### src/design/lbs_pkg.sv
`default_nettype none
package lbs_pkg;

	localparam int unsigned NUM_CELLS = 16;
	localparam int unsigned IDX_W     = 4;
	localparam int unsigned CNT_W     = $clog2(NUM_CELLS + 1);
	localparam int unsigned IDLE_W    = 16;
	localparam int unsigned RTT_W     = 32;
	localparam int unsigned METH_W    = 3;
	localparam int unsigned PADDR_W   = 3;
	localparam int unsigned PDATA_W   = 32;

	localparam logic REQ_SELECT = 1'b0;
	localparam logic REQ_UPDATE = 1'b1;

	localparam logic REG_METHOD = 1'b0;
	localparam logic REG_COUNT  = 1'b1;

	typedef enum logic [METH_W-1:0] {
		METH_LOW_RTT     = 3'd0,
		METH_MOST_IDLE   = 3'd1,
		METH_ROUND_ROBIN = 3'd2,
		METH_FIRST_IDLE  = 3'd3,
		METH_RANDOM      = 3'd4
	} method_t;

	typedef enum logic {
		ST_IDLE,
		ST_SCAN
	} state_t;

	// running result carried from cell to cell during a scan
	typedef struct packed {
		logic              valid;
		logic              has_best;
		logic [RTT_W-1:0]  best_rtt;
		logic [IDX_W-1:0]  rtt_idx;
		logic [IDLE_W-1:0] best_idle;
		logic [IDX_W-1:0]  idle_idx;
		logic              fidle_found;
		logic [IDX_W-1:0]  fidle_idx;
	} scan_t;

	// statistics write broadcast to every cell
	typedef struct packed {
		logic              en;
		logic [IDX_W-1:0]  idx;
		logic [IDLE_W-1:0] idle;
		logic [RTT_W-1:0]  rtt;
	} wr_t;

endpackage
`default_nettype wire

### src/design/lbs_cell.sv
`default_nettype none
module lbs_cell (
	input  wire logic                      clk,
	input  wire logic                      arst_n,
	input  wire logic [lbs_pkg::IDX_W-1:0] cell_idx,
	input  wire logic [lbs_pkg::CNT_W-1:0] n_live,
	input  wire lbs_pkg::wr_t              wr,
	input  wire lbs_pkg::scan_t            scan_in,
	output lbs_pkg::scan_t                 scan_out
);
	import lbs_pkg::*;

	logic [IDLE_W-1:0] idle_q;
	logic [RTT_W-1:0]  rtt_q;
	scan_t             scan_d;
	scan_t             scan_q;
	logic              active;

	always_ff @(posedge clk or negedge arst_n) begin
		if (!arst_n) begin
			idle_q <= '0;
			rtt_q  <= '0;
		end else if (wr.en && wr.idx == cell_idx) begin
			idle_q <= wr.idle;
			rtt_q  <= wr.rtt;
		end
	end

	// cells at or beyond the live count only pass the token along
	assign active = scan_in.valid && (CNT_W'(cell_idx) < n_live);

	always_comb begin
		scan_d = scan_in;
		if (active) begin
			if (!scan_in.has_best || rtt_q < scan_in.best_rtt) begin
				scan_d.best_rtt = rtt_q;
				scan_d.rtt_idx  = cell_idx;
			end
			if (!scan_in.has_best || idle_q > scan_in.best_idle) begin
				scan_d.best_idle = idle_q;
				scan_d.idle_idx  = cell_idx;
			end
			scan_d.has_best = 1'b1;
			if (!scan_in.fidle_found && idle_q != '0) begin
				scan_d.fidle_found = 1'b1;
				scan_d.fidle_idx   = cell_idx;
			end
		end
	end

	always_ff @(posedge clk or negedge arst_n) begin
		if (!arst_n) begin
			scan_q <= '0;
		end else begin
			scan_q <= scan_d;
		end
	end

	assign scan_out = scan_q;

endmodule
`default_nettype wire

### src/design/lbs_ctrl.sv
`default_nettype none
module lbs_ctrl (
	input  wire logic                      clk,
	input  wire logic                      arst_n,
	input  wire logic                      start,
	input  wire logic                      req_type,
	input  wire logic [lbs_pkg::IDX_W-1:0] entry,
	input  wire logic [lbs_pkg::IDLE_W-1:0] idle_conns,
	input  wire logic [lbs_pkg::RTT_W-1:0] rtt_us,
	input  wire lbs_pkg::method_t          method,
	input  wire logic [lbs_pkg::CNT_W-1:0] n_live,
	input  wire lbs_pkg::scan_t            scan_tail,
	output lbs_pkg::scan_t                 scan_head,
	output lbs_pkg::wr_t                   wr,
	output logic                           busy,
	output logic                           done,
	output logic                           found,
	output logic [lbs_pkg::IDX_W-1:0]      chosen
);
	import lbs_pkg::*;

	state_t           state_q, state_d;
	logic             accept;
	logic             is_sel;
	logic             scan_meth;
	logic             launch;
	logic [CNT_W-1:0] rr_inc;
	logic [IDX_W-1:0] rr_next;
	logic             rr_take;
	logic [IDX_W-1:0] last_pick_q;
	logic             last_valid_q;
	logic             done_q, done_d;
	logic             found_q, found_d;
	logic [IDX_W-1:0] chosen_q, chosen_d;

	assign accept = start && (state_q == ST_IDLE);
	assign is_sel = (req_type == REQ_SELECT);

	always_comb begin
		unique case (method)
			METH_LOW_RTT, METH_MOST_IDLE, METH_FIRST_IDLE: scan_meth = 1'b1;
			default:                                       scan_meth = 1'b0;
		endcase
	end

	assign launch = accept && is_sel && scan_meth && (n_live != '0);

	assign rr_inc  = CNT_W'(last_pick_q) + CNT_W'(1);
	assign rr_next = (!last_valid_q || rr_inc >= n_live) ? '0 : rr_inc[IDX_W-1:0];
	// the pointer moves only when two or more servers are live
	assign rr_take = accept && is_sel && (method == METH_ROUND_ROBIN) && (n_live >= CNT_W'(2));

	always_comb begin
		scan_head             = '0;
		scan_head.valid       = launch;
		wr.en                 = accept && (req_type == REQ_UPDATE);
		wr.idx                = entry;
		wr.idle               = idle_conns;
		wr.rtt                = rtt_us;
		state_d               = state_q;
		done_d                = 1'b0;
		found_d               = 1'b0;
		chosen_d              = '0;
		unique case (state_q)
			ST_IDLE: begin
				if (launch) begin
					state_d = ST_SCAN;
				end else if (accept && is_sel) begin
					done_d = 1'b1;
					if (n_live != '0 && method == METH_ROUND_ROBIN) begin
						found_d  = 1'b1;
						chosen_d = rr_take ? rr_next : '0;
					end
				end
			end
			ST_SCAN: begin
				if (scan_tail.valid) begin
					state_d = ST_IDLE;
					done_d  = 1'b1;
					found_d = 1'b1;
					unique case (method)
						METH_LOW_RTT:    chosen_d = scan_tail.rtt_idx;
						METH_MOST_IDLE:  chosen_d = scan_tail.idle_idx;
						METH_FIRST_IDLE: chosen_d = scan_tail.fidle_found
						                            ? scan_tail.fidle_idx : '0;
						default:         chosen_d = '0;
					endcase
				end
			end
			default: state_d = ST_IDLE;
		endcase
	end

	always_ff @(posedge clk or negedge arst_n) begin
		if (!arst_n) begin
			state_q      <= ST_IDLE;
			done_q       <= 1'b0;
			last_pick_q  <= '0;
			last_valid_q <= 1'b0;
		end else begin
			state_q <= state_d;
			done_q  <= done_d;
			if (rr_take) begin
				last_pick_q  <= rr_next;
				last_valid_q <= 1'b1;
			end
		end
	end

	always_ff @(posedge clk) begin
		found_q  <= found_d;
		chosen_q <= chosen_d;
	end

	assign busy   = (state_q != ST_IDLE);
	assign done   = done_q;
	assign found  = done_q && found_q;
	assign chosen = found ? chosen_q : '0;

endmodule
`default_nettype wire

### src/design/upstream_load_balance_selector.sv
`default_nettype none
// Backend server selector.
// Requests enter on start while busy is low. req_type 1 writes idle_conns and
// rtt_us into table entry 'entry' at the accepting edge and gives no result.
// req_type 0 selects a server among the first server_count entries under the
// configured method; the result is shown on found/chosen for one cycle with
// done high, and cannot be held off by the receiver.
// Lowest rtt, most idle and first idle run a token down a row of sixteen
// cells, one cell per cycle, each cell holding one entry's statistics: the
// result is registered when the token leaves the last cell, and a new request
// may start as it is shown (busy covers the scan). Round robin, an empty table
// and unsupported methods answer the cycle after the request and busy stays low.
// Updates likewise leave busy low, one request per cycle outside a scan.
// The APB port holds method (0x0) and server_count (0x4); write them only when
// no request is in flight. Reset clears the table, the round-robin pointer and
// both registers; no scan or result is pending after reset.
module upstream_load_balance_selector (
	input  wire logic                        clk,
	input  wire logic                        arst_n,
	input  wire logic                        start,
	output logic                             busy,
	input  wire logic                        req_type,
	input  wire logic [lbs_pkg::IDX_W-1:0]   entry,
	input  wire logic [lbs_pkg::IDLE_W-1:0]  idle_conns,
	input  wire logic [lbs_pkg::RTT_W-1:0]   rtt_us,
	output logic                             done,
	output logic                             found,
	output logic [lbs_pkg::IDX_W-1:0]        chosen,
	input  wire logic                        psel,
	input  wire logic                        penable,
	input  wire logic                        pwrite,
	input  wire logic [lbs_pkg::PADDR_W-1:0] paddr,
	input  wire logic [lbs_pkg::PDATA_W-1:0] pwdata,
	output logic [lbs_pkg::PDATA_W-1:0]      prdata,
	output logic                             pready
);
	import lbs_pkg::*;

	logic [METH_W-1:0] method_q;
	logic [CNT_W-1:0]  count_q;
	logic [CNT_W-1:0]  n_live;
	logic              cfg_wr;
	logic              reg_sel;
	scan_t             link [NUM_CELLS+1];
	wr_t               wr;

	assign pready  = 1'b1;
	assign cfg_wr  = psel && penable && pwrite;
	assign reg_sel = paddr[2];

	always_ff @(posedge clk or negedge arst_n) begin
		if (!arst_n) begin
			method_q <= '0;
			count_q  <= '0;
		end else if (cfg_wr) begin
			unique case (reg_sel)
				REG_METHOD: method_q <= pwdata[METH_W-1:0];
				REG_COUNT:  count_q  <= pwdata[CNT_W-1:0];
				default:    ;
			endcase
		end
	end

	always_comb begin
		unique case (reg_sel)
			REG_METHOD: prdata = PDATA_W'(method_q);
			REG_COUNT:  prdata = PDATA_W'(count_q);
			default:    prdata = '0;
		endcase
	end

	assign n_live = (count_q > CNT_W'(NUM_CELLS)) ? CNT_W'(NUM_CELLS) : count_q;

	lbs_ctrl u_ctrl (
		.clk        (clk),
		.arst_n     (arst_n),
		.start      (start),
		.req_type   (req_type),
		.entry      (entry),
		.idle_conns (idle_conns),
		.rtt_us     (rtt_us),
		.method     (method_t'(method_q)),
		.n_live     (n_live),
		.scan_tail  (link[NUM_CELLS]),
		.scan_head  (link[0]),
		.wr         (wr),
		.busy       (busy),
		.done       (done),
		.found      (found),
		.chosen     (chosen)
	);

	for (genvar i = 0; i < NUM_CELLS; i++) begin : g_cell
		lbs_cell u_cell (
			.clk      (clk),
			.arst_n   (arst_n),
			.cell_idx (IDX_W'(i)),
			.n_live   (n_live),
			.wr       (wr),
			.scan_in  (link[i]),
			.scan_out (link[i+1])
		);
	end

	// a token leaving the row always produces a result next cycle
	a_tail_done: assert property (@(posedge clk) disable iff (!arst_n)
		link[NUM_CELLS].valid |=> done)
		else $error("scan finished without a result");

	// results only appear once the scan has released busy
	a_done_idle: assert property (@(posedge clk) disable iff (!arst_n)
		done |-> !busy)
		else $error("result shown while busy");

	// no table write may land while a scan is in flight
	a_no_wr_scan: assert property (@(posedge clk) disable iff (!arst_n)
		busy |-> !wr.en)
		else $error("table written during scan");

	a_chosen_zero: assert property (@(posedge clk) disable iff (!arst_n)
		(done && !found) |-> (chosen == '0))
		else $error("nonzero index without a selection");

endmodule
`default_nettype wire

### config.mk
export PLATFORM = sky130hd
export DESIGN_NAME = upstream_load_balance_selector
export DESIGN_NICKNAME = d
export VERILOG_FILES = /design/src/design/lbs_pkg.sv /design/src/design/lbs_cell.sv /design/src/design/lbs_ctrl.sv /design/src/design/upstream_load_balance_selector.sv
export SDC_FILE = /design/constraint.sdc
export NUM_CORES = 2
export LEC_CHECK = 0
export ABC_AREA = 1
export BUFFER_PORTS_ARGS = -buffer_cell sky130_fd_sc_hd__buf_2
export CORE_MARGIN = 5
export CORE_UTILIZATION = 50
export CTS_BUF_LIST = sky130_fd_sc_hd__clkbuf_4
export DETAILED_ROUTE_END_ITERATION = 8
export GPL_TIMING_DRIVEN = 0
export PLACE_DENSITY = 0.68
export SKIP_CTS_REPAIR_TIMING = 1
export SLEW_MARGIN = 10
export SYNTH_ARGS = -nofsm -noshare
export SYNTH_HDL_FRONTEND = slang
export SYNTH_SLANG_ARGS = --single-unit
### constraint.sdc
create_clock -name clk -period 3.3 [get_ports clk]
set_clock_uncertainty 0.05 [all_clocks]
set_input_delay 0.66 -clock clk [delete_from_list [all_inputs] [get_ports clk]]
set_output_delay 0.66 -clock clk [all_outputs]
set_load 0.1 [all_outputs]
* After elaboration in Yosys (flattened, before gate mapping)
Index checks and enable logic that the tools add are counted.
** Operators by class
- Add/sub/neg operators :: 1
- Order comparisons :: 49
- Equality and inequality tests :: 18
- Multiplexer cells :: 86
- Bitwise logic cells :: 3
- Reduce and logical (&&, ||, !) cells :: 142
** Operator list (count)
- two-way mux 62 bit :: 15
- two-way mux 36 bit :: 14
- < comparator 32 bit :: 15
- two-way mux 20 bit :: 15
- nonzero test 16 bit :: 16
- greater-than comparator 16 bit :: 15
- two-way mux 5 bit :: 17
- one-hot mux 32 bit (2 select lines) :: 1
- logical AND 1 bit :: 58
- < comparator 4 x 5 -> 1 bit, first input constant :: 8
- two-way mux 4 bit :: 9
- equality test 4 bit, second input constant :: 8
- zero test 1 bit :: 31
- logical OR 1 bit :: 31
- two-way mux 29 bit :: 1
- < comparator 3 x 5 -> 1 bit, first input constant :: 4
- equality test 4 x 3 -> 1 bit, second input constant :: 4
- one-hot mux 4 bit (3 select lines) :: 1
- < comparator 1 x 5 -> 1 bit, first input constant :: 2
- < comparator 2 x 5 -> 1 bit, first input constant :: 2
- two-way mux 1 bit :: 9
- equality test 4 x 2 -> 1 bit, second input constant :: 2
- one-hot mux 4 bit (2 select lines) :: 1
- equality test 3 x 2 -> 1 bit, second input constant :: 2
- other kinds (13) :: 18
** Storage, ports and cells
- Bits in registers :: 1747
- Input port bits :: 94
- Output and inout bits :: 40
- Word-level logic and storage cells :: 464

* Logic depth before layout (Yosys ltp)
- Depth in word-level cells :: 10
- Mapped depth :: 17
- Gate-level depth less buffers :: 16

* By module
From an unflattened synthesis, not the netlist that was laid out.
** Unflattened totals
- Cells, all modules :: 10100
- Area, all modules :: 96638.9 µm²
** By module, submodules not included
- lbs_cell :: times used 16, cells each 610, area an instance 5891.9 µm², seq. area each 2777.7 µm²
- lbs_ctrl :: times used 1, cells each 249, area an instance 1712.9 µm², seq. area each 275.3 µm²
- upstream_load_balance_selector :: times used 1, cells each 91, area an instance 655.6 µm², seq. area each 200.2 µm²

* Worst setup path before layout
OpenSTA, ideal clock, no wires.
- Path type :: input -> output
- Start point :: input paddr[2] (netlist bit)
- End point :: output prdata[0] (netlist bit)
- Arrival time :: 2.971 ns
- Required time :: 2.590 ns
- Slack :: -0.381 ns
- Stages :: 2
- Path buffers :: 1
- Path through :: clkbuf_1 -> o21ai_0
** On the way
- Longest elaborated chain between the ends :: 2
** Ends and longest elaborated chain
- start, declared :: line upstream_load_balance_selector.sv:32 : input wire logic [lbs_pkg::PADDR_W-1:0] paddr,
- NOT 1 bit (no source line)
- one-hot mux 32 bit (2 select lines) (*) :: line upstream_load_balance_selector.sv:65 : unique case (reg_sel)
- end, declared :: line upstream_load_balance_selector.sv:34 : output logic [lbs_pkg::PDATA_W-1:0] prdata,
Every way passes the cells marked *; elsewhere a longest branch is shown, timed or not. The select of a mux whose other input is x is not followed.

* Final worst setup path
- Start point :: register u_ctrl.state_q (netlist: u_ctrl.busy)
- End point :: output busy
** RTL lines
- start, declared :: line lbs_ctrl.sv:22 : state_t state_q, state_d;
- start signal, assigned :: line lbs_ctrl.sv:101 : state_q <= state_d;
- end, declared :: line upstream_load_balance_selector.sv:21 : output logic busy,
No word-level cell between the ends.

==> results.yml <==
outcome:
  run_status: "finished, violations left"
  violations: "hold timing"
global_route:
  grt_max_degree: 161
  grt_pass1_wl_mm: 329.1
  global_route.overflow_total: 0
  number_of_global_route_vias_before_repair: 64060
  total_routing_usage_gr_pct: 24.31
  grt_antenna_before_repair: 9
synthesis:
  syn_inst: 9456
  post_synthesis_average_cell_area_sq_um: 8.613
  ys_seq_elements: 1702
  synth_top_cell_by_area: "dfrtp_1"
  yosys_warnings: 0
  synthTopCellsByArea: "dfrtp_1, nand2_1, ha_1"
  synth_cell_type_count: 38
  seq_area_frac_synth_pct: 52.26
  synth_top_area_share_pct: 52.14
  synth.cell_area_sq_mm: 0.08144
cells_and_area:
  seqCellArea_sq_mm: 0.04257
  multi_input_area_sq_mm: 0.03218
  syn2layout_area_growth_pct: 11.55
  mostFrequentLayoutCell: "nand2_1"
  fillers: 14650
  most-common-layout-cells: "nand2_1, dfrtp_1, inv_1, o21ai_0, ha_1"
  final_net_count: 10880
  utilization_pct: 55.94
  post_route_cells_drive_above_1_share_pct: 9.546
clock_tree:
  clock_tree.root_cell: "clkbuf_4"
  clock_sink_count: 1702
  tritoncts: "done"
  later_pin_clock_latency_in_the_skew_report_ns: 1.35
  clock_tree.htree_level_count: 5
  cts-root-to-sink-buffers: 4
  clkTransAtPathRegs_ns: 0.07
  cts_buffers: 443
worst_hold_path:
  classification_of_the_worst_slack_hold_path: "in -> async"
place:
  globalplace.congestion: 0.9231
  place_worst_setup_slack_ns: -0.7304
  hpwl_mm: 161.8
  numPortBuffers: 74
power_and_ir_drop:
  intPower_mw: 42.11
  power.share.clock_pct: 25.6
  power.combinational.fraction_pct: 31.5
  seq_power_share_pct: 42.9
  power_switching_share_pct: 37.17
  finalPower_mw: 67.01
  power_leakage_nw: 46.96
  sw_power_mw: 24.91
  ir_drop_worst_case_vdd_mv: 0.4159
  cellPowerDensity_mw_per_mm2: 737.6
setup_path:
  reg2reg_to: "g_cell[1].u_cell.idle_q[14]"
  worst-r2r-cell-count: 9
  cp_max_fo: 7
  crit_chain: "buf_2"
  crit_type: "reg -> out"
  arrival_ns: 2.50
  worst-r2r-setup-slack_ns: 0.11
  cp.required_ns: 2.59
  cp.buffers_inverters: 1
  worstReg2RegStart: "u_ctrl.busy"
  worst_setup_path_start_kind: "flop"
  timing.critical_path.to_type: "output port"
  critPathTopFamily: "flip-flops"
  timing.critical_path.slowest_cell_delay_ns: 0.60
  slowest_stage: "dfrtp_1"
  cp_num_cells: 1
drt:
  drt_first_pass_iters: 6
  vias: 63360
  route.detailed.wl_per_inst_um: 16.45
  drc_errors: 0
  wirelength_mm: 206.4
  via_per_inst: 5.049
  final_antenna_net_count: 0
  detailedRoute.firstIterationViolations: 3997
floorplanning:
  die_w_um: 413.6
  overall_die_area_sq_mm: 0.1711
  start_util_pct: 50.15
  core_region_area_sq_mm: 0.1624
  ioPinCount: 134
  core.rowCount: 148
  die-height_um: 413.6
sta:
  slew-limit-headroom_pct: 25.48
  fin_hold_viols: 358
  worst_pin_slew_ns: 1.118
  minimum_hold_slack_ns: -0.7787
  max_freq_mhz: 311.8
  timing.final.crit_share_pct: 97.19
  timing.final.max_slew_violations: 0
  setup_slack_ns: 0.09270
  finalSetupViolations: 0
  minimum_clock_period_after_layout_ns: 3.207
run:
  maxCapViolations: 0
## metrics by stage
| step | cells | TNS (ns) | instance area (sq um) |
|---|---|---|---|
| floorplan | 9482 | -1.144 | 81540 |
| global placement | 11730 | - | 84630 |
| detailed placement | 11740 | -118.01 | 84950 |
| CTS | 12470 | -1.446 | 90160 |
| global route | 12540 | -0.04704 | 90830 |
| finish | 12550 | 0 | 90850 |
## registers in the layout, summed over array words and instances, names as in the netlist
register,count
g_cell.u_cell.rtt_q,512
u_ctrl.last_valid_q,1
g_cell.u_cell.idle_q,256
method_q,3
u_ctrl.chosen_q,4
u_ctrl.last_pick_q,4
g_cell.u_cell.scan_out,914
count_q,5
u_ctrl.busy,1
u_ctrl.done,1
u_ctrl.found_q,1
## cell usage after synthesis (all sizes together)
master,n
nand3b,3
a21oi,327
a21boi,15
and3,1
or3,1
clkbuf,216
nor3,49
nor2,300
a31oi,10
xor2,2
o21a,15
o41ai,3
a21o,10
buf,201
nand4,116
nor4,26
o21bai,3
or2,33
o211ai,7
nand3,565
dfxtp,5
conb,2
o21ai,1052
ha,711
dfrtp,1697
nand2,2775
inv,1311
## worst max path at each step
stage / slack, ns / startpoint / end
3_3_place_gp: -34.61 / arst_n / g_cell[1].u_cell.rtt_q[4]
5_1_grt: -0.02 / u_ctrl.done / chosen[1]
6_report: 0.09 / u_ctrl.busy / busy
4_1_cts: -0.25 / u_ctrl.done / chosen[1]
2_1_floorplan: -0.38 / paddr[2] / prdata[0]
3_5_place_dp: -0.73 / arst_n / g_cell[1].u_cell.rtt_q[5]
## per-layer routing
metal / global-route usage, % / wire length (um)
met1: 30.19 / 86880
met2: 41.34 / 99690
met3: 3.538 / 9103
met4: 12.69 / 10770
met5: 0 / 0
## logic make-up (layout without fill, tap and decap cells)
kind of cell,count (synthesis),count (layout),share of synthesized area (%)
DFF,1702,1702,52.26
buffers and inverters,1728,2606,8.345
xor gates and xnor gates,2,2,0.02151
AOI/OAI and AO/OA,1442,1442,9.049
and+or+nand+nor,3869,3869,19.39
other,2,43,0.009221
adders and majority gates,711,711,10.92
## power by group through the flow
stage / registers (mW) / clock network, mW / logic (mW)
finish: 28.7 / 17.2 / 21.1
global route: 29.2 / 18.8 / 24.4
CTS: 28.6 / 17.7 / 21.1
detailed placement: 29.0 / 0 / 21.0
global placement: 28.9 / 0 / 20.1
floorplan: 27.9 / 0 / 15.3
## final cells by class
class / instances / area share (%)
Antenna cell: 15 / 0.04132
Inverter: 1311 / 5.416
Clock buffer: 637 / 5.264
Clock inverter: 94 / 0.4696
Multi-Input combinational cell: 6052 / 35.42
Timing Repair Buffer: 147 / 1.472
Sequential cell: 1702 / 46.85
Tap cell: 2175 / 2.995
Buffer: 417 / 2.064
Power figures use the tool's default switching activity.
